--- src/hdl/w3de_pkg.sv ---
// ============================================================================
// w3de_pkg
// Shared types, constants and address helpers for the weighted 3D
// dilate / erode block.
// ============================================================================
package w3de_pkg;

    // Store geometry
    localparam int MAX_SIDE  = 64;
    localparam int MAX_KSIDE = 7;

    // Fixed field widths
    localparam int POS_W      = 6;
    localparam int VOX_W      = 16;
    localparam int WGT_W      = 10;
    localparam int OUT_W      = 17;
    localparam int CFG_W      = 7;
    localparam int CFG_IDX_W  = 3;
    localparam int SIZE_REG_W = 7;
    localparam int KERN_REG_W = 3;
    localparam int FRAC_W     = 8;

    // Derived widths
    localparam int SZ_W      = $clog2(MAX_SIDE + 1);
    localparam int KSZ_W     = $clog2(MAX_KSIDE + 1);
    localparam int KIDX_W    = (MAX_KSIDE > 1) ? $clog2(MAX_KSIDE) : 1;
    localparam int CRD_W     = (POS_W > SZ_W) ? POS_W : SZ_W;
    localparam int NC_W      = CRD_W + 2;
    localparam int VOL_DEPTH = MAX_SIDE * MAX_SIDE * MAX_SIDE;
    localparam int KER_DEPTH = MAX_KSIDE * MAX_KSIDE * MAX_KSIDE;
    localparam int VA_W      = $clog2(VOL_DEPTH);
    localparam int KA_W      = (KER_DEPTH > 1) ? $clog2(KER_DEPTH) : 1;
    localparam int PROD_W    = VOX_W + WGT_W;
    localparam int ACC_W     = PROD_W - FRAC_W;

    // Output saturation limits
    localparam logic signed [ACC_W-1:0] OUT_MAX = ACC_W'((2 ** (OUT_W - 1)) - 1);
    localparam logic signed [ACC_W-1:0] OUT_MIN = ACC_W'(-(2 ** (OUT_W - 1)));

    // Register reset values
    localparam logic [SIZE_REG_W-1:0] SIZE_X_RST    = SIZE_REG_W'(64);
    localparam logic [SIZE_REG_W-1:0] SIZE_Y_RST    = SIZE_REG_W'(64);
    localparam logic [SIZE_REG_W-1:0] SIZE_Z_RST    = SIZE_REG_W'(1);
    localparam logic [KERN_REG_W-1:0] KERN_X_RST    = KERN_REG_W'(3);
    localparam logic [KERN_REG_W-1:0] KERN_Y_RST    = KERN_REG_W'(3);
    localparam logic [KERN_REG_W-1:0] KERN_Z_RST    = KERN_REG_W'(1);
    localparam logic                  DO_DILATE_RST = 1'b1;

    // Item function codes
    typedef enum logic [1:0] {
        FUNC_KERN  = 2'd0,
        FUNC_VOXEL = 2'd1,
        FUNC_QUERY = 2'd2
    } func_t;

    // Configuration register indexes
    typedef enum logic [CFG_IDX_W-1:0] {
        CFG_SIZE_X    = 3'd0,
        CFG_SIZE_Y    = 3'd1,
        CFG_SIZE_Z    = 3'd2,
        CFG_KERN_X    = 3'd3,
        CFG_KERN_Y    = 3'd4,
        CFG_KERN_Z    = 3'd5,
        CFG_DO_DILATE = 3'd6
    } cfg_idx_t;

    // Controller states
    typedef enum logic [2:0] {
        ST_IDLE,
        ST_LOAD,
        ST_WALK,
        ST_DRAIN1,
        ST_DRAIN2,
        ST_FINISH
    } state_t;

    // Controller to datapath commands
    typedef struct packed {
        logic capture;
        logic wr_kern;
        logic wr_vox;
        logic load;
        logic step;
        logic out_load;
    } cmd_t;

    // Datapath to controller status
    typedef struct packed {
        logic in_volume;
        logic last;
        logic out_free;
    } stat_t;

    // Linear voxel address, x fastest
    function automatic logic [VA_W-1:0] vol_addr(
        input logic [CRD_W-1:0] x,
        input logic [CRD_W-1:0] y,
        input logic [CRD_W-1:0] z
    );
        return VA_W'(x) + VA_W'(y) * VA_W'(MAX_SIDE)
             + VA_W'(z) * VA_W'(MAX_SIDE * MAX_SIDE);
    endfunction

    // Linear kernel address, x fastest
    function automatic logic [KA_W-1:0] kern_addr(
        input logic [CRD_W-1:0] x,
        input logic [CRD_W-1:0] y,
        input logic [CRD_W-1:0] z
    );
        return KA_W'(x) + KA_W'(y) * KA_W'(MAX_KSIDE)
             + KA_W'(z) * KA_W'(MAX_KSIDE * MAX_KSIDE);
    endfunction

endpackage

--- src/hdl/w3de_ctrl.sv ---
// ============================================================================
// w3de_ctrl
// Sequencer: accepts items, walks the kernel for a query and hands the
// result to the output register.
// ============================================================================
module w3de_ctrl (
    input  logic              clk,
    input  logic              rst_n,
    input  logic              in_valid,
    input  logic [1:0]        func,
    output logic              in_ready,
    input  w3de_pkg::stat_t   status,
    output w3de_pkg::cmd_t    cmd
);

    w3de_pkg::state_t state_reg;
    w3de_pkg::state_t state_next;

    // State register
    always_ff @(posedge clk or negedge rst_n)
    begin
        if (!rst_n)
        begin
            state_reg <= w3de_pkg::ST_IDLE;
        end
        else
        begin
            state_reg <= state_next;
        end
    end

    // Next state
    always_comb
    begin
        state_next = state_reg;
        unique case (state_reg)
            w3de_pkg::ST_IDLE:
            begin
                if (in_valid && (func == w3de_pkg::FUNC_QUERY))
                begin
                    state_next = w3de_pkg::ST_LOAD;
                end
            end
            w3de_pkg::ST_LOAD:
            begin
                state_next = status.in_volume ? w3de_pkg::ST_WALK : w3de_pkg::ST_FINISH;
            end
            w3de_pkg::ST_WALK:
            begin
                if (status.last)
                begin
                    state_next = w3de_pkg::ST_DRAIN1;
                end
            end
            w3de_pkg::ST_DRAIN1:
            begin
                state_next = w3de_pkg::ST_DRAIN2;
            end
            w3de_pkg::ST_DRAIN2:
            begin
                state_next = w3de_pkg::ST_FINISH;
            end
            w3de_pkg::ST_FINISH:
            begin
                if (status.out_free)
                begin
                    state_next = w3de_pkg::ST_IDLE;
                end
            end
            default:
            begin
                state_next = w3de_pkg::ST_IDLE;
            end
        endcase
    end

    // Outputs
    always_comb
    begin
        in_ready     = 1'b0;
        cmd          = '0;
        unique case (state_reg)
            w3de_pkg::ST_IDLE:
            begin
                in_ready    = 1'b1;
                cmd.capture = in_valid && (func == w3de_pkg::FUNC_QUERY);
                cmd.wr_kern = in_valid && (func == w3de_pkg::FUNC_KERN);
                cmd.wr_vox  = in_valid && (func == w3de_pkg::FUNC_VOXEL);
            end
            w3de_pkg::ST_LOAD:
            begin
                cmd.load = 1'b1;
            end
            w3de_pkg::ST_WALK:
            begin
                cmd.step = 1'b1;
            end
            w3de_pkg::ST_FINISH:
            begin
                cmd.out_load = status.out_free;
            end
            default:
            begin
                cmd = '0;
            end
        endcase
    end

    // A query item leads straight into the center read
    a_query_loads: assert property (@(posedge clk) disable iff (!rst_n)
        (in_valid && in_ready && (func == w3de_pkg::FUNC_QUERY))
            |=> (state_reg == w3de_pkg::ST_LOAD))
        else $error("query accepted without load");

    // A finished result waits while the output slot is taken
    a_finish_holds: assert property (@(posedge clk) disable iff (!rst_n)
        ((state_reg == w3de_pkg::ST_FINISH) && !status.out_free)
            |=> (state_reg == w3de_pkg::ST_FINISH))
        else $error("finished result dropped");

    // A query outside the volume skips the kernel walk
    a_outside_skips: assert property (@(posedge clk) disable iff (!rst_n)
        ((state_reg == w3de_pkg::ST_LOAD) && !status.in_volume)
            |=> (state_reg == w3de_pkg::ST_FINISH))
        else $error("outside query walked kernel");

endmodule

--- config.mk ---
export PLATFORM = sky130hd
export DESIGN_NAME = w3de_ctrl
export DESIGN_NICKNAME = d
export VERILOG_FILES = /design/src/hdl/w3de_pkg.sv /design/src/hdl/w3de_ctrl.sv
export SDC_FILE = /design/constraint.sdc
export NUM_CORES = 1
export LEC_CHECK = 0
export ABC_CLOCK_PERIOD_IN_PS = 1500
export BUFFER_PORTS_ARGS = -buffer_cell sky130_fd_sc_hd__buf_2
export CELL_PAD_IN_SITES_DETAIL_PLACEMENT = 0
export CELL_PAD_IN_SITES_GLOBAL_PLACEMENT = 2
export CORE_AREA = 4 4 42 44
export DETAILED_ROUTE_END_ITERATION = 8
export DIE_AREA = 0 0 46 48
export PLACE_DENSITY = 0.61
export SLEW_MARGIN = 20
export SYNTH_ARGS = -nofsm -noshare
export SYNTH_HDL_FRONTEND = slang
export SYNTH_SLANG_ARGS = --single-unit
--- constraint.sdc ---
create_clock -name clk -period 1.5 [get_ports clk]
set_clock_uncertainty 0.05 [all_clocks]
set_input_delay 0.075 -clock clk [delete_from_list [all_inputs] [get_ports clk]]
set_output_delay 0.075 -clock clk [all_outputs]
set_load 0.03 [all_outputs]
# Word-level counts from Yosys, hierarchy flattened
# Index checks and enable logic that the tools add are counted.
# op_classes
reduce_logical,6
n_mul,0
n_shift,0
eq_ne,10
muxes,10
add_sub_neg,0
order_cmp,0
bitwise_logic,0
div,0
# ops
operator,n
$pmux W3 S6,1
$mux W3,5
$eq A3 B2 Y1 const B,2
$eq A3 B3 Y1 const B,2
$ne A2 B2 Y1 const B,3
$mux W1,4
$eq A3 B1 Y1 const B,1
$logic_and A1 B1 Y1,3
$logic_not A3 Y1,1
$reduce_and A3 Y1,1
$eq A2 B1 Y1 const B,1
$eq A2 B2 Y1 const B,1
$logic_not A2 Y1,1
# word_totals
inputBits,8
latch_bits,0
ff_bits,3
ramBits,0
mem_bits_ro,0
out_inout_bits,7
word_cells,27
n_memories,0

# Longest topological paths before layout
# Gate-level depths: netlist of the first run.
# logic_depth
depth_word,4
depth_mapped,4
depth_no_buf,3

# Worst setup path after synthesis of the first run
# OpenSTA, ideal clock, no wires.
# synth_timing
path_kind,reg2out
start,register state_reg[0]
end,output port cmd[3] in the netlist's numbering
arrival_time_ps,1411
path_stages_with_launch,3
path_buffers,0
required_ps,1375
setup_slack_ps,-36
path_cell_list,dfrtp_1 > nor3_2 > and4b_1
# synth_rtl
item,line_no,rtl
"start, declared",w3de_ctrl.sv:16,w3de_pkg::state_t state_reg;
"start signal, assigned",w3de_ctrl.sv:24,state_reg <= w3de_pkg::ST_IDLE;
"start signal, assigned",w3de_ctrl.sv:28,state_reg <= state_next;
"end, declared",w3de_ctrl.sv:13,output w3de_pkg::cmd_t cmd

==> Flow_metrics.wiki, run 1 <==
{| class="wikitable"
! Metric !! Value
|-
| Slack of the worst reg-to-reg path || 0.19 ns
|-
| Top-area cell type share of the netlist area || between 30% and 40%
|-
| Classification of the worst setup path || reg -> out
|-
| CTS sink cnt || 3
|-
| Clock slew at reported path FFs || 0.04 ns
|-
| Syn_nets || 36
|-
| Worst setup path start || state_reg[1]
|-
| Setup repair after global routing missed its margin || no
|-
| Die outline area || roughly 2200 um^2
|-
| Switching Share || a little under half
|-
| Startpoint of the worst register-to-register path || state_reg[1]
|-
| Library cell contributing the largest single delay on the critical path || sky130_fd_sc_hd__dfrtp_2
|-
| Net switching power || 0.4004 mW
|-
| Count of final setup violators || 0
|-
| Count of endpoints failing hold in the final timing report || 0
|-
| Vias per Instance || 4.344
|-
| Overall fraction of global-route tracks in use || approximately 7.2%
|-
| Share of the yosys chip area belonging to registers || 30.46%
|-
| Final Net Count || 57
|-
| Headroom to the max-slew limit || 77.33%
|-
| Max-cap violations || 0
|-
| Endpoint of the most critical register-to-register path || state_reg[0]
|-
| Number of standard cells after synthesis || 28
|-
| Initial Utilization || between 15 and 20%
|-
| Number of routed nets with antenna violations || 0
|-
| Peak VDD IR || 0.5223 mV
|-
| Achievable frequency || 0.7075 GHz
|-
| CTS root buf || sky130_fd_sc_hd__clkbuf_4
|-
| Internal power || 0.4459 mW
|-
| Worst hold path class || in -> reg
|-
| Leading cell types in the layout, fill and taps excluded || sky130_fd_sc_hd__buf_2, sky130_fd_sc_hd__clkbuf_4, sky130_fd_sc_hd__buf_4
|-
| Period utilisation layout || 94.23%
|-
| Max-slew violations || 0
|-
| Area of the mapped netlist || 246.5 um^2
|-
| Wire length of the first global-routing pass || 1.035 mm
|-
| Cts bufs inserted || 3
|-
| Average cell area after synthesis || 8.803 um^2
|-
| Average wire per standard cell || 11.16 um
|-
| # port buffers || 14
|-
| Power density over the cells || ~2200 nW/um^2
|-
| Worst hold slack || 0.01424 ns
|-
| Mux contribution to synthesized area || 0%
|-
| Overall via count from detail_route || around 280
|-
| Number of distinct standard cells referenced by the synthesized netlist || 19
|-
| Number of H-tree branching levels || 1
|-
| Area growth from synthesis to final layout || 58.38%
|-
| Maximum clock insertion buffer count || 2
|-
| Kind of end point of the critical path || primary output
|-
| Width of the chip || between 40 and 50 um
|-
| Yosys reg bits || 3
|-
| Number of search-and-repair iterations in the first detailed-routing pass || 3
|-
| Part of the total power dissipated in combinational logic || 60.3%
|-
| Later-pin clock latency in the skew report || 0.23 ns
|-
| Synthesized-area fraction occupied by ao, oa, aoi and oai cells || 16.75%
|-
| Basic-gate share of the synthesized area counting and, or, nand and nor cells || between 40 and 50%
|-
| Sequential Power Share || 23.0%
|-
| Min Clock Period, post-route || approximately 1.4 ns
|-
| Global placement routability congestion || slightly below 0.7
|-
| Cell type with the highest aggregate area in the netlist || sky130_fd_sc_hd__dfrtp_1
|-
| TritonCTS clock tree || built
|-
| Crit path DAT || 1.29 ns
|-
| Starting DRC count in detailed routing || 9
|-
| Initial antenna violation count || 0
|-
| Flip-flop count of the largest register, all copies and words added || 3
|-
| Critical path fanouts, max || 5
|-
| Launch instance of the worst min-delay path || status[0]
|-
| Commonest non-fill, non-tap cell in the layout || sky130_fd_sc_hd__buf_2
|-
| Startpoint types || flop
|-
| Number of synthesis warnings || 0
|-
| Termination of the worst setup path || cmd[4]
|-
| Overflow left after global routing || 0
|-
| Number of remaining DRC errors || 0
|-
| Number of global-route vias before repair || roughly 250
|-
| Crit path largest cell delay || between 0.4 and 0.5 ns
|-
| Fraction of final layout cells sized beyond drive strength 1 || 52.08%
|-
| Endpoint required time on the critical path || 1.37 ns
|-
| Combinational family with the most area after synthesis || simple AND/OR/NAND/NOR gates
|-
| Number of top-level design ports || 15
|-
| Height of the die || 48 um
|-
| Fraction of power consumed by the clock network || 16.6%
|-
| Num rows || 14
|-
| Cell Chain, Critical Path || nor3_4, and4bb_2, buf_4
|-
| Transition time of the tightest slew-check pin || 0.3392 ns
|-
| Setup tns final || 0 ns
|-
| Run status || finished, final reports clean
|-
| Antenna diodes || 0
|-
| Drt total wl || 714 um
|-
| Post-synthesis share of cell area spent on full adders, half adders and majority gates || 0%
|-
| Cell count of the worst reg-to-reg path || 4
|-
| Leading post-synthesis cells by cell area || sky130_fd_sc_hd__dfrtp_1, sky130_fd_sc_hd__and4b_1, sky130_fd_sc_hd__a21oi_1
|-
| Xor and xnor area share after synthesis || 0%
|-
| Leakage power figure || a little under 0.2 nW
|-
| Largest net degree at the start of global routing || 11
|-
| Std-Cell Core Area || approximately 1400 um^2
|}
[per-stage QoR]
step           total power [mW]  std cells  instance area [um^2]  util, %  setup WS, ns
3_5_place_dp             0.6468         57                 331.6    23.08        0.1891
5_1_grt                  0.9282         64                 390.4    27.18       0.01844
3_3_place_gp             0.6489         57                 331.6    23.08        0.2252
2_1_floorplan            0.5664         28                 252.7        -       0.06904
6_report                 0.8462         64                 390.4    27.18       0.08660
4_1_cts                  0.8066         62                 370.4    25.78       0.01842
[Yosys cell counts, drive strengths merged]
library cell / number
and3: 1
and2b: 1
nor4bb: 1
and4b: 2
nor3b: 1
nand2: 2
o21ai: 2
inv: 1
nor2b: 2
nor3: 2
dfrtp: 3
o22ai: 1
a2111oi: 1
a21oi: 3
and4bb: 1
nor2: 2
buf: 2
[final cells by class]
class,count,area (um^2)
Fill cell,163,1046
Timing Repair Buffer,18,107.6
Tap cell,16,20.02
Multi-Input combinational cell,22,155.1
Sequential cell,3,77.57
Inverter,1,3.754
Clock buffer,4,26.28
[worst max-delay path: cells and delay by family, from the launching register on]
family        cells  cell delay, ns
flops             1            0.43
simple gates      2            0.47
buf+inv           1            0.15
[how the worst min path moves through the flow]
stage / end / slack [ns] / cells past startpoint
floorplan: state_reg[0] / -0.27 / 0
global placement: state_reg[2] / -0.17 / 1
detailed placement: state_reg[2] / -0.18 / 1
CTS: state_reg[0] / 0.005 / 2
global route: state_reg[0] / 0.009 / 2
finish: state_reg[0] / 0.01 / 2
[cells by family (layout without fill, tap and decap cells)]
group / count (synthesis) / count (layout)
and+or+nand+nor: 15 / 15
AOI/OAI and AO/OA: 7 / 7
DFF: 3 / 3
buffers and inverters: 3 / 23
[power groups by stage]
stage | clock network (mW) | logic, mW | registers [mW]
floorplan | 0 | 0.397 | 0.170
global placement | 0 | 0.438 | 0.211
detailed placement | 0 | 0.433 | 0.214
CTS | 0.151 | 0.435 | 0.221
global route | 0.160 | 0.561 | 0.207
finish | 0.141 | 0.510 | 0.195
[repair_timing]
action                                  in CTS  in global routing
pin swaps                                    0                  1
buffers inserted                             0                  2
hold buffers                                 1                  0
endpoints found under the setup margin       2                  2
endpoints found under the hold margin        3                  0
gates resized for setup                      2                  3
[routing by layer]
metal  up-vias  wire [um]  GRT usage (%)
met3         0         45          3.759
met4         0          0          8.523
met2         8        370          10.16
met5         -          0              0
li1        143          -              -
met1       127        298          7.064
Power figures use the tool's default switching activity.
==> run 2: changes to the inputs <==
ABC_AREA = 1   (was default)
CORE_AREA = 4 4 43 45   (was 4 4 42 44)
DIE_AREA = 0 0 47 49   (was 0 0 46 48)
PLACE_DENSITY = default   (was 0.61)
PLACE_DENSITY_LB_ADDON = 0.1   (was default)
==> run 2 against run 1 <==
  * Sequential share of layout area fell by 0.51 points
  * Via count rose by 6.1%
  * Clock-buffer cell count unchanged
  * Die area rose by 4.3%
  * Worst hold slack better by 0.012 ns
==> Flow_metrics.wiki, run 2 <==
{| class="wikitable"
! Metric !! Value
|-
| Run status || finished, final reports clean
|-
| Number of top-level design ports || 15
|-
| Later-pin clock latency in the skew report || 0.23 ns
|-
| Library cell contributing the largest single delay on the critical path || sky130_fd_sc_hd__dfrtp_2
|-
| Place WS || 0.2248 ns
|-
| Number of distinct standard cells referenced by the synthesized netlist || 19
|-
| Share of the yosys chip area belonging to registers || 29.85%
|-
| Drt total wl || 724 um
|-
| Count of endpoints failing hold in the final timing report || 0
|-
| Total instance count after detailed placement || 63
|-
| Endpoint of the most critical register-to-register path || state_reg[0]
|-
| Placed Area || 330.3 um^2
|-
| Global placement routability congestion || just over 0.7
|-
| CTS sink cnt || 3
|-
| Flip-flop count of the largest register, all copies and words added || 3
|-
| Kind of cell with the highest combined delay on the critical path || flip-flops
|-
| Fraction of power consumed by the clock network || 17.8%
|-
| CTS root buf || sky130_fd_sc_hd__clkbuf_4
|-
| HPWL after DPL || 555.4 um
|-
| Leading post-synthesis cells by cell area || sky130_fd_sc_hd__dfrtp_1, sky130_fd_sc_hd__nor2_8, sky130_fd_sc_hd__inv_1
|-
| Max-slew violations || 0
|-
| Critical path fanouts, max || 7
|-
| Kind of end point of the critical path || primary output
|-
| Yosys reg bits || 3
|-
| Clock slew at reported path FFs || 0.03 ns
|-
| Largest net degree at the start of global routing || 9
|-
| Commonest non-fill, non-tap cell in the layout || sky130_fd_sc_hd__buf_2
|-
| Multi-input gate area in the final layout || 145.1 um^2
|-
| Endpoint required time on the critical path || 1.37 ns
|-
| Worst hold path class || in -> reg
|-
| Num rows || 14
|-
| Achievable frequency || 0.6967 GHz
|-
| Starting DRC count in detailed routing || 2
|-
| Least setup slack across all paths after layout || 0.06459 ns
|-
| Net switching power || 0.3993 mW
|-
| Transition time of the tightest slew-check pin || 0.2829 ns
|-
| Total power draw || 0.8038 mW
|-
| Part of the total power dissipated in combinational logic || ~56%
|-
| Cell Chain, Critical Path || nor2_8, nand2_2, nor4_1, buf_4
|-
| Period utilisation layout || 95.69%
|-
| Final design area excluding fillers || just under 400 um^2
|-
| Crit path largest cell delay || 0.46 ns
|-
| Average cell area after synthesis || 7.397 um^2
|-
| Classification of the worst setup path || reg -> out
|-
| Top-area cell type share of the netlist area || approximately 30%
|-
| Dominant register cell in the synthesized netlist || sky130_fd_sc_hd__dfrtp_1
|-
| Top cells by count, synth || sky130_fd_sc_hd__inv_1, sky130_fd_sc_hd__nor2_1, sky130_fd_sc_hd__dfrtp_1, sky130_fd_sc_hd__nand3_1
|-
| Cell count of the worst reg-to-reg path || 4
|-
| Maximum clock insertion buffer count || 2
|-
| Syn_nets || 42
|-
| Number of synthesized flops with an enable pin || 0
|-
| TritonCTS clock tree || built
|-
| Worst hold slack || 0.02631 ns
|-
| Count of buffer and inverter cells on the critical path || 1
|-
| Termination of the worst setup path || cmd[3]
|-
| Leakage power figure || 0.2161 nW
|-
| Setup tns final || 0 ns
|-
| Initial antenna violation count || 0
|-
| Slack of the worst reg-to-reg path || around 0.44 ns
|-
| Leading cell types in the layout, fill and taps excluded || sky130_fd_sc_hd__buf_2, sky130_fd_sc_hd__inv_1, sky130_fd_sc_hd__nor2_1
|-
| Number of search-and-repair iterations in the first detailed-routing pass || 3
|-
| Width of the chip || 47 um
|-
| Number of standard cells after synthesis || 34
|-
| Average wire per standard cell || 10.34 um
|-
| Cell type with the highest aggregate area in the netlist || sky130_fd_sc_hd__dfrtp_1
|-
| # port buffers || 14
|-
| Switching Share || 49.68%
|-
| Antenna diodes || 0
|-
| Std-Cell Core Area || between 1000 and 1500 um^2
|-
| Startpoint of the worst register-to-register path || state_reg[0]
|-
| Number of synthesis warnings || 0
|-
| Fraction of final layout cells sized beyond drive strength 1 || 48.15%
|-
| Area growth from synthesis to final layout || 56.72%
|-
| Overflow left after global routing || 0
|-
| Vias per Instance || 4.214
|-
| Post-route core utilization || a little over a quarter
|-
| Overall via count from detail_route || 295
|-
| Initial Utilization || 17.09%
|-
| Final Net Count || 63
|-
| Power density over the cells || slightly above 2000 nW/um^2
|-
| Startpoint types || flop
|-
| Headroom to the max-slew limit || 81.14%
|-
| Min Clock Period, post-route || 1.435 ns
|-
| Sequential Power Share || 26.4%
|-
| Wire length of the first global-routing pass || 1.110 mm
|-
| Die outline area || around 2300 um^2
|-
| Count of placed standard cells in the final layout, fillers left out || 70
|-
| Overall fraction of global-route tracks in use || 6.901%
|-
| Number of remaining DRC errors || 0
|-
| Internal power || between 0.4 and 0.5 mW
|-
| Area of the mapped netlist || 251.5 um^2
|-
| Peak VDD IR || 0.5328 mV
|-
| Number of filler cells placed in the layout || 183
|-
| Cts bufs inserted || 3
|-
| Number of global-route vias before repair || 277
|-
| Critical path depth in cells || 4
|-
| Max-cap violations || 0
|-
| Number of routed nets with antenna violations || 0
|-
| Area taken by flip-flops and latches || 76.32 um^2
|-
| Height of the die || 49 um
|-
| Number of H-tree branching levels || 1
|-
| Crit path DAT || 1.31 ns
|-
| Fraction of registers with async set/reset || between 90% and 100%
|-
| Count of final setup violators || 0
|-
| Worst setup path start || state_reg[0]
|}
==> run 2: cells by family (layout without fill, tap and decap cells) <==
kind of cell           Yosys count  in the layout  synth area share, %
buffers and inverters            8             28                14.93
flip-flops                       3              3                29.85
AND/OR/NAND/NOR                 17             17                40.80
AO/OA/AOI/OAI                    6              6                14.43
==> run 2: power groups by stage <==
stage	combinational, mW	sequential (mW)	clock (mW)
CTS	0.406	0.220	0.150
global route	0.494	0.223	0.153
finish	0.449	0.212	0.143
floorplan	0.375	0.167	0
global placement	0.409	0.219	0
detailed placement	0.397	0.218	0
==> run 2: per-layer routing <==
metal	share of wire, %	GRT usage, %	vias to the layer above
met4	2.2	6.912	0
li1	-	-	154
met3	5.9	2.583	2
met5	0	0	-
met1	37	6.813	130
met2	54	10.18	9
==> run 2: worst min-delay path by stage <==
stage | startpoint | endpoint | slack, ns | cells after the start
5_1_grt | status[0] | state_reg[2] | 0.03 | 2
6_report | status[0] | state_reg[2] | 0.03 | 2
4_1_cts | status[0] | state_reg[2] | 0.02 | 2
2_1_floorplan | rst_n | state_reg[0] | -0.27 | 0
3_3_place_gp | rst_n | state_reg[1] | -0.18 | 1
3_5_place_dp | rst_n | state_reg[1] | -0.18 | 1
==> run 2: final cells by class <==
class                           instances  area share (%)
Multi-Input combinational cell         23           36.83
Sequential cell                         3           19.37
Inverter                                7           6.667
Clock buffer                            4           6.667
Tap cell                               16           5.079
Timing Repair Buffer                   17           25.40
==> run 2: repair_timing <==
action                                  4_1_cts  5_1_grt
setup buffers                                 0        2
cloned                                        0        0
pin swaps                                     0        0
hold endpoints to repair                      3        0
hold buffers                                  1        0
endpoints found under the setup margin        2        2
resized for setup                             1        3
==> run 2: worst register-to-register path: cells and delay by family, from the launching register on <==
kind,cells,cell delay [ns]
buf+inv,1,0.16
simple gates,2,0.13
flops,1,0.46
compound gates,1,0.14
